==> config.mk <==
export PLATFORM = sky130hd
export DESIGN_NAME = keypad_scan_to_hid_slots_core_flat
export DESIGN_NICKNAME = d
export VERILOG_FILES = /design/src/rtl/kphid_pkg.sv /design/src/rtl/kphid_if.sv /design/src/rtl/kphid_dp.sv /design/src/rtl/kphid_ctrl.sv /design/src/rtl/keypad_scan_to_hid_slots_core.sv /design/src/flat_wrapper.sv
export SDC_FILE = /design/constraint.sdc
export NUM_CORES = 1
export LEC_CHECK = 0
export ABC_AREA = 1
export BUFFER_PORTS_ARGS = -buffer_cell sky130_fd_sc_hd__buf_2
export CORE_AREA = 5 5 99 170
export CTS_CLUSTER_SIZE = 16
export DETAILED_ROUTE_END_ITERATION = 7
export DIE_AREA = 0 0 104 175
export PLACE_DENSITY = 0.9
export SKIP_CTS_REPAIR_TIMING = 1
export SLEW_MARGIN = 30
export SYNTH_ARGS = -nofsm -noshare
export SYNTH_HDL_FRONTEND = slang
export SYNTH_HIERARCHICAL = 1
export SYNTH_SLANG_ARGS = --single-unit
==> constraint.sdc <==
create_clock -name clk -period 10.5 [get_ports clk]
set_clock_uncertainty 0.05 [all_clocks]
set_input_delay 2.1 -clock clk [delete_from_list [all_inputs] [get_ports clk]]
set_output_delay 2.1 -clock clk [all_outputs]
set_load 0.01 [all_outputs]
==> src/rtl/kphid_pkg.sv <==
// Shared constants, types and the usage code table of the keypad to report slot block.
package kphid_pkg;

  localparam int NUM_KEYS         = 16;
  localparam int SLOTS_PER_REPORT = 6;
  localparam int NUM_REPORTS      = 2;
  localparam int SCAN_BITS        = 16;
  localparam int OUT_SLOTS        = 6;
  localparam int MAX_RESULTS      = 2;
  localparam int CODE_W           = 8;

  localparam int TOTAL_SLOTS = NUM_REPORTS * SLOTS_PER_REPORT;
  localparam int KEYS        = (NUM_KEYS < SCAN_BITS) ? NUM_KEYS : SCAN_BITS;
  localparam int KEY_W       = (KEYS > 1) ? $clog2(KEYS) : 1;
  localparam int SCAN_IDX_W  = $clog2(SCAN_BITS);
  localparam int RPT_W       = (NUM_REPORTS > 1) ? $clog2(NUM_REPORTS) : 1;
  localparam int SENT_W      = (MAX_RESULTS > 1) ? $clog2(MAX_RESULTS) : 1;

  typedef logic [CODE_W-1:0] code_t;

  // Commands from the controller to the datapath.
  typedef struct packed {
    logic             capture;
    logic             clear;
    logic             step;
    logic             press;
    logic [KEY_W-1:0] key;
    logic             emit;
    logic [RPT_W-1:0] rpt;
    logic             last;
  } kphid_cmd_t;

  // Status from the datapath to the controller.
  typedef struct packed {
    logic [NUM_REPORTS-1:0] changed;
    logic                   out_free;
  } kphid_sts_t;

  // Standard keypad usage code of each key position.
  function automatic code_t usage_code(input logic [SCAN_IDX_W-1:0] key);
    code_t code;
    case (key)
      4'd0:    code = 8'h62;
      4'd1:    code = 8'h63;
      4'd2:    code = 8'h55;
      4'd3:    code = 8'h58;
      4'd4:    code = 8'h59;
      4'd5:    code = 8'h5A;
      4'd6:    code = 8'h5B;
      4'd7:    code = 8'h57;
      4'd8:    code = 8'h5C;
      4'd9:    code = 8'h5D;
      4'd10:   code = 8'h5E;
      4'd11:   code = 8'h56;
      4'd12:   code = 8'h5F;
      4'd13:   code = 8'h60;
      4'd14:   code = 8'h61;
      4'd15:   code = 8'h53;
      default: code = '0;
    endcase
    return code;
  endfunction

endpackage

==> src/rtl/kphid_if.sv <==
// Valid/ready channel interfaces for keypad scans and keyboard report requests.
interface kphid_in_if;
  import kphid_pkg::*;

  logic                 valid;
  logic                 ready;
  logic [SCAN_BITS-1:0] key_pressed;
  logic                 link_up;

  modport source (output valid, output key_pressed, output link_up, input ready);
  modport sink   (input valid, input key_pressed, input link_up, output ready);
endinterface

interface kphid_out_if;
  import kphid_pkg::*;

  logic  valid;
  logic  ready;
  logic  report_index;
  code_t slot_0;
  code_t slot_1;
  code_t slot_2;
  code_t slot_3;
  code_t slot_4;
  code_t slot_5;
  logic  last;

  modport source (output valid, output report_index, output slot_0, output slot_1,
                  output slot_2, output slot_3, output slot_4, output slot_5,
                  output last, input ready);
  modport sink   (input valid, input report_index, input slot_0, input slot_1,
                  input slot_2, input slot_3, input slot_4, input slot_5,
                  input last, output ready);
endinterface

==> src/rtl/kphid_dp.sv <==
// Datapath: scan registers, report slot store, slot search and output register.
module kphid_dp (
  input  logic                           clk,
  input  logic                           rst_n,
  input  logic [kphid_pkg::SCAN_BITS-1:0] key_pressed,
  input  kphid_pkg::kphid_cmd_t          cmd,
  output kphid_pkg::kphid_sts_t          sts,
  kphid_out_if.source                    out_report
);
  import kphid_pkg::*;

  logic [SCAN_BITS-1:0]   prev_r;
  logic [SCAN_BITS-1:0]   scan_r;
  logic [SCAN_BITS-1:0]   diff_r;
  code_t                  slots_r [TOTAL_SLOTS];
  logic [NUM_REPORTS-1:0] changed_r;

  logic                   out_valid_r;
  logic                   out_rpt_r;
  logic                   out_last_r;
  code_t                  out_slots_r [OUT_SLOTS];

  logic [SCAN_IDX_W-1:0]  key_idx;
  logic                   key_hit;
  code_t                  code;
  code_t                  match_val;
  code_t                  put_val;
  logic [TOTAL_SLOTS-1:0] match_vec;
  logic [TOTAL_SLOTS-1:0] first_vec;
  logic [TOTAL_SLOTS-1:0] write_vec;
  logic [NUM_REPORTS-1:0] hit_rpt;
  code_t                  sel_slots [OUT_SLOTS];

  // Slot search for the key under examination: a release looks for its code,
  // a press looks for an empty slot. The lowest matching slot wins.
  always_comb begin
    key_idx   = SCAN_IDX_W'(cmd.key);
    key_hit   = diff_r[key_idx] && (scan_r[key_idx] == cmd.press);
    code      = usage_code(key_idx);
    match_val = cmd.press ? '0 : code;
    put_val   = cmd.press ? code : '0;
    for (int s = 0; s < TOTAL_SLOTS; s++) begin
      match_vec[s] = (slots_r[s] == match_val);
    end
    first_vec = match_vec & (~match_vec + TOTAL_SLOTS'(1));
    write_vec = (cmd.step && key_hit) ? first_vec : '0;
    for (int r = 0; r < NUM_REPORTS; r++) begin
      hit_rpt[r] = |write_vec[r*SLOTS_PER_REPORT +: SLOTS_PER_REPORT];
    end
  end

  // Pick the slots of the report that is to be sent.
  always_comb begin
    for (int s = 0; s < OUT_SLOTS; s++) begin
      sel_slots[s] = '0;
    end
    for (int r = 0; r < NUM_REPORTS; r++) begin
      if (cmd.rpt == RPT_W'(r)) begin
        for (int s = 0; s < OUT_SLOTS; s++) begin
          if (s < SLOTS_PER_REPORT) begin
            sel_slots[s] = slots_r[r*SLOTS_PER_REPORT + s];
          end
        end
      end
    end
  end

  // Scan capture and previous scan.
  always_ff @(posedge clk) begin
    if (!rst_n) begin
      prev_r <= '0;
    end else if (cmd.capture) begin
      prev_r <= cmd.clear ? '0 : key_pressed;
    end
  end

  always_ff @(posedge clk) begin
    if (cmd.capture) begin
      scan_r <= key_pressed;
      diff_r <= key_pressed ^ prev_r;
    end
  end

  // Report slot store.
  always_ff @(posedge clk) begin
    if (!rst_n || cmd.clear) begin
      for (int s = 0; s < TOTAL_SLOTS; s++) begin
        slots_r[s] <= '0;
      end
    end else begin
      for (int s = 0; s < TOTAL_SLOTS; s++) begin
        if (write_vec[s]) begin
          slots_r[s] <= put_val;
        end
      end
    end
  end

  // Reports touched by the current scan.
  always_ff @(posedge clk) begin
    if (!rst_n || cmd.capture) begin
      changed_r <= '0;
    end else begin
      changed_r <= changed_r | hit_rpt;
    end
  end

  // Output register: holds one report request until the sink takes it.
  always_ff @(posedge clk) begin
    if (!rst_n) begin
      out_valid_r <= 1'b0;
    end else if (cmd.emit) begin
      out_valid_r <= 1'b1;
    end else if (out_report.ready) begin
      out_valid_r <= 1'b0;
    end
  end

  always_ff @(posedge clk) begin
    if (cmd.emit) begin
      out_rpt_r  <= cmd.rpt[0];
      out_last_r <= cmd.last;
      for (int s = 0; s < OUT_SLOTS; s++) begin
        out_slots_r[s] <= sel_slots[s];
      end
    end
  end

  assign sts.changed  = changed_r;
  assign sts.out_free = !out_valid_r || out_report.ready;

  assign out_report.valid        = out_valid_r;
  assign out_report.report_index = out_rpt_r;
  assign out_report.slot_0       = out_slots_r[0];
  assign out_report.slot_1       = out_slots_r[1];
  assign out_report.slot_2       = out_slots_r[2];
  assign out_report.slot_3       = out_slots_r[3];
  assign out_report.slot_4       = out_slots_r[4];
  assign out_report.slot_5       = out_slots_r[5];
  assign out_report.last         = out_last_r;

endmodule

==> src/rtl/kphid_ctrl.sv <==
// Controller: walks the released and pressed keys, then sends the changed reports.
module kphid_ctrl (
  input  logic                  clk,
  input  logic                  rst_n,
  input  logic                  in_valid,
  input  logic                  in_link_up,
  output logic                  in_ready,
  input  kphid_pkg::kphid_sts_t sts,
  output kphid_pkg::kphid_cmd_t cmd
);
  import kphid_pkg::*;

  typedef enum logic [1:0] {ST_IDLE, ST_REL, ST_PRS, ST_EMIT} state_t;

  localparam logic [KEY_W-1:0]  KEY_LAST  = KEY_W'(KEYS - 1);
  localparam logic [RPT_W-1:0]  RPT_LAST  = RPT_W'(NUM_REPORTS - 1);
  localparam logic [SENT_W-1:0] SENT_LAST = SENT_W'(MAX_RESULTS - 1);

  state_t            state_r, state_nxt;
  logic [KEY_W-1:0]  key_r, key_nxt;
  logic [RPT_W-1:0]  rpt_r, rpt_nxt;
  logic [SENT_W-1:0] sent_r, sent_nxt;
  logic              accept;
  logic              higher;
  logic              last_emit;

  assign in_ready = (state_r == ST_IDLE);
  assign accept   = in_valid && in_ready;

  // Next state and commands.
  always_comb begin
    state_nxt   = state_r;
    key_nxt     = key_r;
    rpt_nxt     = rpt_r;
    sent_nxt    = sent_r;
    cmd         = '0;
    cmd.key     = key_r;
    cmd.rpt     = rpt_r;
    cmd.press   = (state_r == ST_PRS);

    // Is any report above the current one still to be sent?
    higher = 1'b0;
    for (int r = 0; r < NUM_REPORTS; r++) begin
      if ((RPT_W'(r) > rpt_r) && sts.changed[r]) begin
        higher = 1'b1;
      end
    end
    last_emit = !higher || (sent_r == SENT_LAST);
    cmd.last  = last_emit;

    case (state_r)
      ST_IDLE: begin
        if (accept) begin
          cmd.capture = 1'b1;
          cmd.clear   = !in_link_up;
          key_nxt     = '0;
          if (in_link_up) begin
            state_nxt = ST_REL;
          end
        end
      end
      ST_REL: begin
        cmd.step = 1'b1;
        if (key_r == KEY_LAST) begin
          key_nxt   = '0;
          state_nxt = ST_PRS;
        end else begin
          key_nxt = key_r + KEY_W'(1);
        end
      end
      ST_PRS: begin
        cmd.step = 1'b1;
        if (key_r == KEY_LAST) begin
          key_nxt   = '0;
          rpt_nxt   = '0;
          sent_nxt  = '0;
          state_nxt = ST_EMIT;
        end else begin
          key_nxt = key_r + KEY_W'(1);
        end
      end
      ST_EMIT: begin
        if (sts.changed[rpt_r]) begin
          if (sts.out_free) begin
            cmd.emit = 1'b1;
            if (last_emit) begin
              state_nxt = ST_IDLE;
            end else begin
              rpt_nxt  = rpt_r + RPT_W'(1);
              sent_nxt = sent_r + SENT_W'(1);
            end
          end
        end else if (rpt_r == RPT_LAST) begin
          state_nxt = ST_IDLE;
        end else begin
          rpt_nxt = rpt_r + RPT_W'(1);
        end
      end
      default: begin
        state_nxt = ST_IDLE;
      end
    endcase
  end

  // State and counters.
  always_ff @(posedge clk) begin
    if (!rst_n) begin
      state_r <= ST_IDLE;
      key_r   <= '0;
      rpt_r   <= '0;
      sent_r  <= '0;
    end else begin
      state_r <= state_nxt;
      key_r   <= key_nxt;
      rpt_r   <= rpt_nxt;
      sent_r  <= sent_nxt;
    end
  end

`ifndef SYNTHESIS
  // A report is only loaded when the output register can take it.
  a_emit_free: assert property (@(posedge clk) disable iff (!rst_n)
    cmd.emit |-> sts.out_free)
    else $error("report loaded while output register busy");

  // The final report of a scan returns the controller to idle.
  a_last_idle: assert property (@(posedge clk) disable iff (!rst_n)
    (cmd.emit && cmd.last) |=> (state_r == ST_IDLE))
    else $error("controller not idle after final report");

  // The end of the press pass starts sending from the lowest report.
  a_emit_start: assert property (@(posedge clk) disable iff (!rst_n)
    (state_r == ST_PRS && key_r == KEY_LAST) |=>
      (state_r == ST_EMIT && rpt_r == '0 && sent_r == '0))
    else $error("send phase did not start from report zero");
`endif

endmodule

==> src/rtl/keypad_scan_to_hid_slots_core.sv <==
// Top level: keypad scans in, keyboard report slot requests out.
//
// Each scan request carries a full 16-key keypad image and a link flag. With the
// link down the previous scan and every report slot are cleared and nothing is
// sent. With the link up the controller visits every key twice, once for releases
// and once for presses, one key per cycle, then checks each report in the send
// phase and sends the changed ones, waiting while the sink holds off a report.
// Each visit searches all slots at once and updates at most one. A request is taken
// only while the block is idle, but a finished report waits in its own output
// register, so the next scan can be accepted before the sink has taken it.
module keypad_scan_to_hid_slots_core (
  input  logic        clk,
  input  logic        rst_n,
  kphid_in_if.sink    in_scan,
  kphid_out_if.source out_report
);
  import kphid_pkg::*;

  kphid_cmd_t cmd;
  kphid_sts_t sts;
  logic       in_ready;

  assign in_scan.ready = in_ready;

  kphid_ctrl u_ctrl (
    .clk        (clk),
    .rst_n      (rst_n),
    .in_valid   (in_scan.valid),
    .in_link_up (in_scan.link_up),
    .in_ready   (in_ready),
    .sts        (sts),
    .cmd        (cmd)
  );

  kphid_dp u_dp (
    .clk         (clk),
    .rst_n       (rst_n),
    .key_pressed (in_scan.key_pressed),
    .cmd         (cmd),
    .sts         (sts),
    .out_report  (out_report)
  );

endmodule
==> src/flat_wrapper.sv <==
// flat-port wrapper written by rule: the top's interface ports become plain ports
module keypad_scan_to_hid_slots_core_flat import kphid_pkg::*;
  (clk, rst_n, in_scan_valid, in_scan_key_pressed, in_scan_link_up, in_scan_ready, out_report_valid, out_report_report_index, out_report_slot_0, out_report_slot_1, out_report_slot_2, out_report_slot_3, out_report_slot_4, out_report_slot_5, out_report_last, out_report_ready);
  kphid_in_if in_scan_i ();
  kphid_out_if out_report_i ();
  input  logic clk;
  input  logic rst_n;
  input wire logic [$bits(in_scan_i.valid)-1:0] in_scan_valid;
  input wire logic [$bits(in_scan_i.key_pressed)-1:0] in_scan_key_pressed;
  input wire logic [$bits(in_scan_i.link_up)-1:0] in_scan_link_up;
  output wire logic [$bits(in_scan_i.ready)-1:0] in_scan_ready;
  output wire logic [$bits(out_report_i.valid)-1:0] out_report_valid;
  output wire logic [$bits(out_report_i.report_index)-1:0] out_report_report_index;
  output wire logic [$bits(out_report_i.slot_0)-1:0] out_report_slot_0;
  output wire logic [$bits(out_report_i.slot_1)-1:0] out_report_slot_1;
  output wire logic [$bits(out_report_i.slot_2)-1:0] out_report_slot_2;
  output wire logic [$bits(out_report_i.slot_3)-1:0] out_report_slot_3;
  output wire logic [$bits(out_report_i.slot_4)-1:0] out_report_slot_4;
  output wire logic [$bits(out_report_i.slot_5)-1:0] out_report_slot_5;
  output wire logic [$bits(out_report_i.last)-1:0] out_report_last;
  input wire logic [$bits(out_report_i.ready)-1:0] out_report_ready;
  assign in_scan_i.valid = in_scan_valid;
  assign in_scan_i.key_pressed = in_scan_key_pressed;
  assign in_scan_i.link_up = in_scan_link_up;
  assign in_scan_ready = in_scan_i.ready;
  assign out_report_valid = out_report_i.valid;
  assign out_report_report_index = out_report_i.report_index;
  assign out_report_slot_0 = out_report_i.slot_0;
  assign out_report_slot_1 = out_report_i.slot_1;
  assign out_report_slot_2 = out_report_i.slot_2;
  assign out_report_slot_3 = out_report_i.slot_3;
  assign out_report_slot_4 = out_report_i.slot_4;
  assign out_report_slot_5 = out_report_i.slot_5;
  assign out_report_last = out_report_i.last;
  assign out_report_i.ready = out_report_ready;
  keypad_scan_to_hid_slots_core u_core (.clk(clk), .rst_n(rst_n), .in_scan(in_scan_i), .out_report(out_report_i));
endmodule
Yosys cells after proc, flatten, opt, wreduce, memory -nomap -nowiden
Memories as Yosys holds them, arrays and structs flattened. A register that Yosys moved wholly into a read port is not among the register bits.
Index checks and enable logic that the tools add are counted.
{"block": "op_classes", "n_addsub": 4, "n_reduce_logical": 24, "eq_ne": 28, "muxes": 97, "magnitude_cmp": 4, "n_bitwise": 16, "mul": 0, "div": 0, "shifts": 0}
{"cell": "two-way mux 8 bit", "n": 14}
{"cell": "equality test 8 bit", "n": 12}
{"cell": "two-way mux 1 bit", "n": 60}
{"cell": "two-way mux 48 bit", "n": 1}
{"cell": "two-way mux 2 bit", "n": 10}
{"cell": "two-way mux 16 bit", "n": 1}
{"cell": "two-way mux 4 bit", "n": 4}
{"cell": "bitwise XOR 16 bit", "n": 1}
{"cell": "adder 12 x 1 -> 12 bit (second input constant)", "n": 1}
{"cell": "bitwise AND 12 bit", "n": 1}
{"cell": "two-way mux 12 bit", "n": 1}
{"cell": "NOT 12 bit", "n": 1}
{"cell": "OR 1 bit", "n": 12}
{"cell": "OR reduction 6 bit", "n": 2}
{"cell": "inequality test 3 bit (second input constant)", "n": 3}
{"cell": "binary-select mux 1 bit (select 4 bit)", "n": 2}
{"cell": "inequality test 2 bit (second input constant)", "n": 4}
{"cell": "one-hot mux 2 bit (4 select lines)", "n": 1}
{"cell": "one-hot mux 4 bit (2 select lines)", "n": 1}
{"cell": "AND reduction 7 bit", "n": 1}
{"cell": "inequality test 2 x 1 -> 1 bit (second input constant)", "n": 3}
{"cell": "nonzero test 2 bit", "n": 3}
{"cell": "logical AND 1 bit", "n": 5}
{"cell": "less-than comparator 4 x 5 -> 1 bit (second input constant)", "n": 1}
{"cell": "18 further kinds", "n": 28}
{"block": "word_totals", "mem_count": 3, "mem_bits_ro": 96, "out_inout_bits": 52, "ff_bits": 61, "input_bits": 21, "elab_cells": 187, "latchBits": 0, "mem_bits_rw": 144}
{"name": "(name not given)", "depth": 16, "word_bits": 6, "rd": 1, "rd_ports_with_merged_regs": 1, "write_ports": 0, "line_no": "kphid_pkg.sv:42", "text": "case (key)"}
{"name": "u_core.u_dp.slots_r", "depth": 12, "word_bits": 8, "rd": 12, "rd_ports_with_merged_regs": 0, "write_ports": 12, "line_no": "kphid_dp.sv:15", "text": "code_t slots_r [TOTAL_SLOTS];"}
{"name": "u_core.u_dp.out_slots_r", "depth": 6, "word_bits": 8, "rd": 6, "rd_ports_with_merged_regs": 0, "write_ports": 6, "line_no": "kphid_dp.sv:21", "text": "code_t out_slots_r [OUT_SLOTS];"}

Logic depth before layout (Yosys ltp)
Gate-level depths: netlist (run 1).
{"block": "depth", "word_depth": 11, "ltp_mapped": 23}

Modules after synthesis
The synthesis (run 1) kept the hierarchy.
{"mod": "kphid_dp", "cells_per_inst": 1012, "area_per_inst_um2": 9115.0, "instances": 1}
{"mod": "kphid_ctrl", "cells_per_inst": 98, "area_per_inst_um2": 631.9, "instances": 1}

Least setup slack after synthesis (run 1)
No wires, ideal clock.
{"block": "synth_path", "kind": "input -> register", "start": "input out_report_ready", "end": "register u_core.u_dp.out_last_r (netlist: u_core/u_dp/out_report.last) (enable)", "path_buffers": 0, "setup_slack_ns": 5.515, "setup_ns": 0.462, "arrival_ns": 4.473, "path_stages": 4, "cell_sequence": "inv_1 nand2_1 nand2_1 a21oi_1"}
{"element": "start: declaration", "line_no": "flat_wrapper.sv:21", "text": "input wire logic [$bits(out_report_i.ready)-1:0] out_report_ready;"}
{"element": "end signal: assignment", "line_no": "kphid_dp.sv:122", "text": "out_last_r <= cmd.last;"}
{"element": "end: declaration", "line_no": "kphid_dp.sv:20", "text": "logic out_last_r;"}

==> results of run 1 <==
[sequential cells by signal, summed over array words and instances, names as in the netlist]
name                                 cells
u_core/u_ctrl/rpt_r                      1
u_core/u_ctrl/key_r                      4
u_core/u_dp/diff_r                      16
u_core/u_dp/changed_r                    2
u_core/u_dp/slots_r                     84
u_core/u_dp/out_report.last              1
u_core/u_ctrl/sent_r                     1
u_core/u_dp/out_report.report_index      1
u_core/u_dp/prev_r                      16
u_core/u_dp/out_report.valid             1
u_core/u_dp/scan_r                      16
u_core/u_dp/out_slots_r                 42
u_core/u_ctrl/state_r                    2
[routing by layer]
metal	routed length [um]	up-vias
met5	0	-
met4	1540	0
met3	2330	120
met2	12900	478
met1	8010	3615
li1	-	3753
[cell usage after synthesis]
library cell  number  area (sq um)
a21o_1             1          7.51
a21oi_1           14          70.1
a32o_1            16           160
and2_1             1          6.26
buf_1              5          18.8
buf_2              5          25.0
buf_4             15           113
buf_6              5          56.3
clkbuf_1          16          60.1
clkinv_1           6          22.5
conb_1             1          3.75
dfxtp_1           27           541
edfxtp_1         160          4800
ha_1              13           163
inv_1             99           372
inv_2              8          30.0
inv_4              1          6.26
inv_6              1          8.76
mux2_2             2          22.5
nand2_1          328          1230
nand2_2            9          56.3
nand2_4            1          11.3
nand3_1           46           230
nand3_2           13           130
nand3_4            1          17.5
nand3b_1           3          22.5
nand4_1           30           188
nand4_2            1          12.5
nor2_1           159           597
nor2_2            10          62.6
nor2_4             2          22.5
nor3_1             3          15.0
nor3_4             1          16.3
nor4b_1            1          8.76
o211ai_1           2          15.0
o21ai_0           70           350
o21ai_1            4          20.0
o21bai_1           2          15.0
o22ai_1            3          18.8
or2_2              1          6.26
xnor2_1            2          17.5
xor2_1            22           193
[worst max-delay path, cell delays in order (launching register included)]
cell	delay [ns]
dfxtp_1	0.63
inv_2	0.26
ha_1	0.38
nand3_1	0.11
nand3_1	0.69
nand2_1	0.24
nand2_1	0.10
inv_1	0.08
nand2_1	0.06
nor2_1	0.10
nand2_1	0.06
nand2_1	0.17
nor2_4	0.09
nand2_2	0.10
inv_1	0.09
nand2_1	0.31
nand2_1	0.37
[worst paths after layout]
| path | endpoint | slack [ns] | cells after the start |
|---|---|---|---|
| worst max-delay path | u_core/u_dp/slots_r[1][10] | 6.25 | 16 |
| worst min register to register | u_core/u_dp/prev_r[13] | 0.44 | 1 |
| worst max register to register | u_core/u_dp/slots_r[1][10] | 6.25 | 16 |
| worst min-delay path | u_core/u_dp/prev_r[13] | 0.44 | 1 |
[area by class of cell]
class / count / area (sq um)
Clock buffer: 17 / 425
Clock inverter: 15 / 181
Fill cell: 1156 / 4580
Inverter: 115 / 440
Multi-Input combinational cell: 767 / 3720
Sequential cell: 187 / 5350
Tap cell: 186 / 233
Timing Repair Buffer: 73 / 383
[power by group]
group | switching (uW) | total, uW | internal, uW
logic | 506 | 704 | 198
registers | 49.6 | 970 | 920
clock network | 295 | 656 | 360
total | 851 | 2330 | 1480
[logic make-up (layout without fill, tap and decap cells)]
logic type | after synthesis | after routing
muxes | 2 | 2
buffers and inverters | 161 | 220
and+or+nand+nor | 610 | 610
other | 1 | 6
adders and majority gates | 13 | 13
xor gates and xnor gates | 24 | 24
AOI/OAI and AO/OA | 112 | 112
DFF | 187 | 187
[through the flow]
stage                     util, %  cell area (sq um)
after floorplan                 -               9770
after global routing         70.1              10700
after CTS                    70.1              10700
after detailed placement     66.1              10100
final                        70.1              10700
after global placement       66.1              10100
==> impl_metrics.toml, run 1 <==
[outcome]
status = "completed"

[floorplan]
placementRows = 60
die-area_sq_um = 18200
ioPinCount = 73
start_util_pct = 63.6
die_y_um = 175
core_area_sq_um = 15300
die_w_um = 104

[clock_network]
cts_root_buf = "clkbuf_16"
clk_pin_slew_ns = 0.07
clock_sinks = 187
clock_latency_ns = 0.44
htreeDepth = 4
cts_tree = "built"
cts_buffers = 17
clockBufferDepth = 2

[yosys]
muxShareOfSynthArea_pct = 0.231
synthXorXnorAreaFrac_pct = 2.16
synth.distinct_cells = 42
synth_top_family_by_area = "simple AND/OR/NAND/NOR gates"
synth_area_per_cell_sq_um = 8.78
synth_area_sq_um = 9750
synthAdderAreaFrac_pct = 1.67
yosys_warnings = 6
ys_seq_area_share_pct = 54.8
synth-seq-cells = 187
synthSimpleGateAreaFrac_pct = 27.0
synth-compound-area-share_pct = 6.74
synth_cells = 1110

[grt]
grt_pass1_wl_um = 38800
overflow = 0
use_met3_pct = 4.29
gr-max-usage-layer = "met2"
grt_use_met2_pct = 48.3
grt_antenna_before_repair = 0
grt_pass1_vias = 7644
grt.met1_usage_pct = 29.9
grt_use_total_pct = 27.2
grt_max_degree = 86

[timing]
fin_crit_sh_pct = 40.5
setup_viol = 0
tightest_slew_ns = 0.936
tns_ns = 0
final_hold_viol_count = 0
rsz0062_at_grt = "no"
layout_setup_ws_ns = 6.25
max_freq_mhz = 235
drv_slew = 0
finalCriticalPeriod_ns = 4.25
holdWs_ns = 0.435
slew_headroom_pct = 37.4

[job]
cap_violations = 0

[cells_and_area]
drive_above_1_share_pct = 13.5
antenna_cells = 0
layout_commonest_cell = "nand2_1"
layout_common_cells = "nand2_1, edfxtp_1, nor2_1, inv_1, o21ai_0"
area_growth_pct = 10.1
finalNetCount = 1195
layoutNonFillerInstCount = 1360

[pwr]
power.total_uw = 2330
leakage_uw = 0.00453
powerDensity_nw_per_um2 = 217
ir_drop_mv = 0.151

[drt]
ant_nets = 0
finalWirelength_um = 24800
wl_per_cell_um = 18.2
vias = 7966
drt-vias-per-instance = 5.86
firstDrtPassIters = 5
drc = 0
first_iter_violations = 688

[worst_setup_path]
worstSetupStartpoint = "u_core/u_ctrl/key_r[1]"
cp-start-kind = "flip-flop"
r2r_start = "u_core/u_ctrl/key_r[1]"
path_class = "reg -> reg"
arrival_ns = 4.29
critPathMaxFanout = 16
cp-end-kind = "flip-flop"
crit_required_ns = 10.54

[worst_hold_path]
hold_class = "reg -> reg"
min-delay-start = "u_core/u_dp/prev_r[13]"

[place]
io_buffers = 66
gp_congestion = 0.975
dp_hpwl_um = 17600
post-place-ws_ns = 6.05
place_inst = 1328
Power figures use the tool's default switching activity.
==> run 2, diff against run 1 <==
--- a/config.mk
+++ b/config.mk
@@ -7,11 +7,11 @@
 export LEC_CHECK = 0
 export ABC_AREA = 1
 export BUFFER_PORTS_ARGS = -buffer_cell sky130_fd_sc_hd__buf_2
-export CORE_AREA = 5 5 99 170
+export CORE_AREA = 5 5 102 176
 export CTS_CLUSTER_SIZE = 16
 export DETAILED_ROUTE_END_ITERATION = 7
-export DIE_AREA = 0 0 104 175
-export PLACE_DENSITY = 0.9
+export DIE_AREA = 0 0 107 181
+export PLACE_DENSITY = 0.85
 export SKIP_CTS_REPAIR_TIMING = 1
 export SLEW_MARGIN = 30
 export SYNTH_ARGS = -nofsm -noshare
==> constraint.sdc (replaced) <==
create_clock -name clk -period 4.4 [get_ports clk]
set_clock_uncertainty 0.05 [all_clocks]
set_input_delay 0.88 -clock clk [delete_from_list [all_inputs] [get_ports clk]]
set_output_delay 0.88 -clock clk [all_outputs]
set_load 0.01 [all_outputs]
==> impl_metrics.toml, run 2 (same netlist as run 1, synthesis figures left out) <==
[outcome]
status = "completed"

[worst_setup_path]
r2r_cells = 10
crit_required_ns = 4.46
path_class = "reg -> reg"
arrival_ns = 3.93
cp-start-kind = "flip-flop"
cp-end-kind = "flip-flop"
reg2reg_to = "u_core/u_dp/slots_r[1][0]"
r2r_start = "u_core/u_ctrl/key_r[1]"
critPathMaxFanout = 15
reg2reg_slack_ns = 0.53

[clock_network]
cts_buffers = 17
clock_latency_ns = 0.44
cts_root_buf = "clkbuf_16"
clock_sinks = 187
clockBufferDepth = 2
clk_pin_slew_ns = 0.08
cts_tree = "built"
htreeDepth = 4

[timing]
fin_crit_sh_pct = 87.9
final_hold_viol_count = 0
finalCriticalPeriod_ns = 3.87
rsz0062_at_grt = "no"
layout_setup_ws_ns = 0.532
max_freq_mhz = 259
drv_slew = 0
setup_viol = 0
tns_ns = 0
slew_headroom_pct = 50.3
tightest_slew_ns = 0.744

[cells_and_area]
antenna_cells = 0
reg.largest.list = "u_core/u_dp/slots_r (84), u_core/u_dp/out_slots_r (42)"
regMostFlops = "u_core/u_dp/slots_r"
largest_reg_flops = 84
area_growth_pct = 10.3
drive_above_1_share_pct = 14.0
layout_commonest_cell = "nand2_1"
layout_common_cells = "nand2_1, edfxtp_1, nor2_1, inv_1, o21ai_0"
finalNetCount = 1203

[drt]
vias = 7944
ant_nets = 0
first_iter_violations = 815
finalWirelength_um = 24900
firstDrtPassIters = 5
wl_per_cell_um = 18.1
drt-vias-per-instance = 5.78
drc = 0

[worst_hold_path]
whs_path_depth = 1
min-delay-start = "u_core/u_dp/prev_r[6]"
hold_class = "reg -> reg"
hold_end = "u_core/u_dp/prev_r[6]"

[pwr]
powerDensity_nw_per_um2 = 509
ir_drop_mv = 0.341
leakage_uw = 0.00454

[grt]
grt_pass1_vias = 7485
grt_antenna_before_repair = 0
grt_max_degree = 84
overflow = 0
grt_pass1_wl_um = 38700
grt_use_total_pct = 26.2

[floorplan]
die-area_sq_um = 19400
die_y_um = 181
placementRows = 62
start_util_pct = 59.8
die_w_um = 107
ioPinCount = 73
core_area_sq_um = 16300

[place]
dp_hpwl_um = 17500
post-place-ws_ns = 0.662
gp_congestion = 0.934
io_buffers = 66

[job]
cap_violations = 0
[run 2: changes by cell type in the layout (fill, tap and decap cells not counted), sizes merged]
cell    delta
buf        +8
bufinv     -2
inv        +2
[run 2: how the worst max path moves through the flow]
| stage | depth (start not counted) | end | startpoint |
|---|---|---|---|
| after detailed placement | 17 | u_core/u_dp/slots_r[1][7] | u_core/u_ctrl/key_r[1] |
| final | 10 | u_core/u_dp/slots_r[1][0] | u_core/u_ctrl/key_r[1] |
| after global routing | 13 | u_core/u_dp/slots_r[0][15] | u_core/u_ctrl/key_r[1] |
| after global placement | 17 | u_core/u_dp/slots_r[1][9] | u_core/u_ctrl/key_r[1] |
| after floorplan | 4 | u_core/u_dp/out_report.last | out_report_ready |
| after CTS | 17 | u_core/u_dp/slots_r[1][7] | u_core/u_ctrl/key_r[1] |
[run 2: routing by layer]
metal	vias to the layer above	wire (um)	GRT usage, %
li1	3762	-	-
met1	3640	8660	29.2
met2	412	12600	45.2
met3	130	1920	4.71
met4	0	1760	16.7
met5	-	0	0
[run 2: area by class of cell]
class                   count  area [sq um]
multi-input cells         767          3720
inverters                 115           439
repair buffers             81           443
clock inverters            15           131
well taps                 192           240
flip-flops and latches    187          5350
fillers                  1292          5540
clock buffers              17           425
[run 2: worst max-delay path, cell delays in order (launching register included)]
cell and delay [ns]:
dfxtp_1 0.63, inv_2 0.24, ha_1 0.37, nand3_1 0.12, nand3_1 0.47, buf_4 0.37
a21oi_1 0.19, nand2_1 0.10, nor4b_1 0.39, nand2_1 0.28, nand2_1 0.31
[run 2: power breakdown]
part | leakage (uW) | total, uW | switching [uW] | internal (uW)
Clock | 0.000274 | 1460 | 715 | 746
Combinational | 0.00246 | 1690 | 1210 | 483
Sequential | 0.00181 | 2320 | 129 | 2190
[run 2: metrics by stage]
step           cells  cell area, sq um  hold slack (ns)  util (%)  total power [uW]
3_3_place_gp    1342             10200            0.414      62.6              3950
4_1_cts         1374             10700            0.441      66.0              5460
2_1_floorplan   1115              9770            0.402         -              3590
3_5_place_dp    1342             10200            0.422      62.6              4000
5_1_grt         1374             10700            0.453      66.0              5770
6_report        1374             10700            0.442      66.0              5470
==> run 3, diff against run 2 <==
--- a/config.mk
+++ b/config.mk
@@ -5,16 +5,14 @@
 export SDC_FILE = /design/constraint.sdc
 export NUM_CORES = 1
 export LEC_CHECK = 0
-export ABC_AREA = 1
 export BUFFER_PORTS_ARGS = -buffer_cell sky130_fd_sc_hd__buf_2
-export CORE_AREA = 5 5 102 176
+export CORE_AREA = 5 5 101 174
 export CTS_CLUSTER_SIZE = 16
 export DETAILED_ROUTE_END_ITERATION = 7
-export DIE_AREA = 0 0 107 181
-export PLACE_DENSITY = 0.85
+export DIE_AREA = 0 0 106 179
+export PLACE_DENSITY = 0.84
 export SKIP_CTS_REPAIR_TIMING = 1
 export SLEW_MARGIN = 30
 export SYNTH_ARGS = -nofsm -noshare
 export SYNTH_HDL_FRONTEND = slang
-export SYNTH_HIERARCHICAL = 1
 export SYNTH_SLANG_ARGS = --single-unit
==> impl_metrics.toml, run 3 <==
[cells_and_area]
area_growth_pct = 12.4
fillers = 1178
multiInputGateArea_sq_um = 3600
finalNetCount = 876
largest_reg_flops = 84
antenna_cells = 0
final_util_pct = 66.2
regMostFlops = "u_core.u_dp.slots_r"
drive_above_1_share_pct = 20.4
layout_commonest_cell = "edfxtp_1"
ff_latch_area_sq_um = 5470
reg.largest.list = "u_core.u_dp.slots_r (84), u_core.u_dp.out_slots_r (42)"
layout_common_cells = "edfxtp_1, nor2_1, buf_2, nand2_1, mux2_2"

[worst_setup_path]
critPathMaxFanout = 18
cp-end-kind = "flip-flop"
crit_required_ns = 4.46
arrival_ns = 3.73
r2r_cells = 9
worstSetupStartpoint = "u_core.u_ctrl.state_r[0]"
reg2reg_slack_ns = 0.73
path_class = "reg -> reg"
cp-start-kind = "flip-flop"
crit_end = "u_core.u_dp.slots_r[0][10]"
reg2reg_to = "u_core.u_dp.slots_r[0][10]"
r2r_start = "u_core.u_ctrl.state_r[0]"

[yosys]
yosys.area.top_type = "edfxtp_1"
synthAdderAreaFrac_pct = 1.61
ys_seq_area_share_pct = 58.4
synth_common_cells = "edfxtp_1, nor2_1, nand2_1, mux2_2, dfxtp_1"
synth.most_common_cell = "edfxtp_1"
synth_enable_flop_cells = 160
synthSimpleGateAreaFrac_pct = 13.2
muxShareOfSynthArea_pct = 7.99
synth-compound-area-share_pct = 10.6
synth_cells = 772
synth_top_family_by_area = "simple AND/OR/NAND/NOR gates"
synth_area_sq_um = 9350
synth.distinct_cells = 76
synth_area_per_cell_sq_um = 12.1
synthXorXnorAreaFrac_pct = 4.78
synth-main-ff-cell = "edfxtp_1"
synth.top_cell.area_share_pct = 51.4
synth-seq-cells = 193
yosys_warnings = 0
synthTopCellsByArea = "edfxtp_1, dfxtp_1, mux2_2, nor2_1, xor2_1"
async_flop_share_pct = 0

[floorplan]
core_area_sq_um = 15900
die_w_um = 106
ioPinCount = 73
start_util_pct = 58.9
die-area_sq_um = 19000
die_y_um = 179
placementRows = 61

[worst_hold_path]
hold_class = "reg -> reg"

[grt]
grt_antenna_before_repair = 0
grt_pass1_vias = 6617
overflow = 0
grt_use_total_pct = 25.8
grt_pass1_wl_um = 36400
grt_max_degree = 49

[timing]
tns_ns = 0
fin_crit_sh_pct = 83.5
holdWs_ns = 0.424
finalCriticalPeriod_ns = 3.67
max_freq_mhz = 272
drv_slew = 0
setup_viol = 0
slew_headroom_pct = 40.2
final_hold_viol_count = 0
rsz0062_at_grt = "no"
tightest_slew_ns = 0.888

[drt]
finalWirelength_um = 23500
firstDrtPassIters = 6
ant_nets = 0
wl_per_cell_um = 22.5
vias = 6672
drt-vias-per-instance = 6.38
drc = 0
first_iter_violations = 598

[place]
gp_congestion = 0.975
io_buffers = 66
dp_hpwl_um = 16900

[clock_network]
cts_buffers = 17
clockBufferDepth = 2
cts_tree = "built"
clock_sinks = 193
htreeDepth = 4
cts_root_buf = "clkbuf_16"
clk_pin_slew_ns = 0.06
clock_latency_ns = 0.44

[pwr]
p_clk_share_pct = 29.8
switching_share_pct = 30.2
switchingPower_uw = 1530
sequentialPowerShare_pct = 48.4
leakage_uw = 0.00382
ir_drop_mv = 0.333
p_comb_share_pct = 21.8
internal_power_uw = 3540
powerDensity_nw_per_um2 = 482
power.total_uw = 5070

[job]
cap_violations = 0

[outcome]
status = "completed"
==> run 3: changes by cell type in the layout (fill, tap and decap cells not counted), sizes merged, moves of 17 or more <==
cell	previous run	this run
nand2	338	51
mux2	2	43
o21ai	74	22
inv	117	31
xnor2	2	21
nor2	171	90
nand2b	0	17
nand4	31	2
nand3	60	26
==> run 3: worst max-delay path: stages (launching register included) <==
cell,delay (ns)
dfxtp_1,0.37
inv_1,0.09
ha_1,0.22
buf_4,0.21
nand2b_1,0.36
a22oi_1,0.36
o211ai_1,0.17
nor4_1,0.70
nand2_1,0.42
nand2_1,0.39
==> run 3: cell families (layout without fill, tap and decap cells) <==
| logic type | Yosys count | after routing |
|---|---|---|
| compound gates | 135 | 135 |
| mux | 61 | 61 |
| buf+inv | 72 | 151 |
| flops | 193 | 193 |
| fa+ha+maj | 12 | 12 |
| xor+xnor | 51 | 51 |
| other cells | 1 | 6 |
| simple gates | 247 | 247 |
==> run 3: per-layer routing <==
| metal | global-route usage (%) | routed length, um | vias to the layer above |
|---|---|---|---|
| met4 | 17.3 | 1740 | 0 |
| met2 | 46.5 | 12400 | 351 |
| met1 | 26.6 | 7740 | 3205 |
| li1 | - | - | 2997 |
| met5 | 0 | 0 | - |
| met3 | 5.55 | 1610 | 119 |
==> run 3: layout make-up <==
| type | instances | share of cell area [%] |
|---|---|---|
| flip-flops and latches | 193 | 52.0 |
| multi-input cells | 512 | 34.2 |
| repair buffers | 90 | 5.05 |
| clock buffers | 20 | 4.16 |
| well taps | 189 | 2.25 |
| clock inverters | 12 | 1.26 |
| inverters | 29 | 1.04 |
==> run 3: worst min-delay path by stage <==
stage / start / slack (ns) / cells after the start / end
after detailed placement: u_core.u_dp.prev_r[4] / 0.42 / 2 / u_core.u_dp.prev_r[4]
after CTS: u_core.u_dp.prev_r[4] / 0.43 / 2 / u_core.u_dp.prev_r[4]
after global placement: u_core.u_dp.prev_r[11] / 0.41 / 2 / u_core.u_dp.prev_r[11]
final: u_core.u_dp.prev_r[2] / 0.42 / 2 / u_core.u_dp.prev_r[2]
after global routing: u_core.u_dp.prev_r[9] / 0.44 / 2 / u_core.u_dp.prev_r[9]
after floorplan: u_core.u_dp.changed_r[0] / 0.39 / 2 / u_core.u_dp.changed_r[0]
==> run 3: power groups by stage <==
stage	clock, uW	combinational (uW)	sequential, uW
final	1510	1110	2460
after global routing	1590	1210	2470
after CTS	1520	1090	2450
after detailed placement	0	1080	2490
after global placement	0	1060	2480
after floorplan	0	837	2370
==> run 3: per-stage QoR <==
step	cells	instance area [sq um]	setup slack [ns]
after global placement	1012	9910	0.862
after CTS	1044	10500	0.819
after detailed placement	1012	9910	0.853
after floorplan	777	9370	1.10
after global routing	1045	10500	0.594
final	1045	10500	0.728
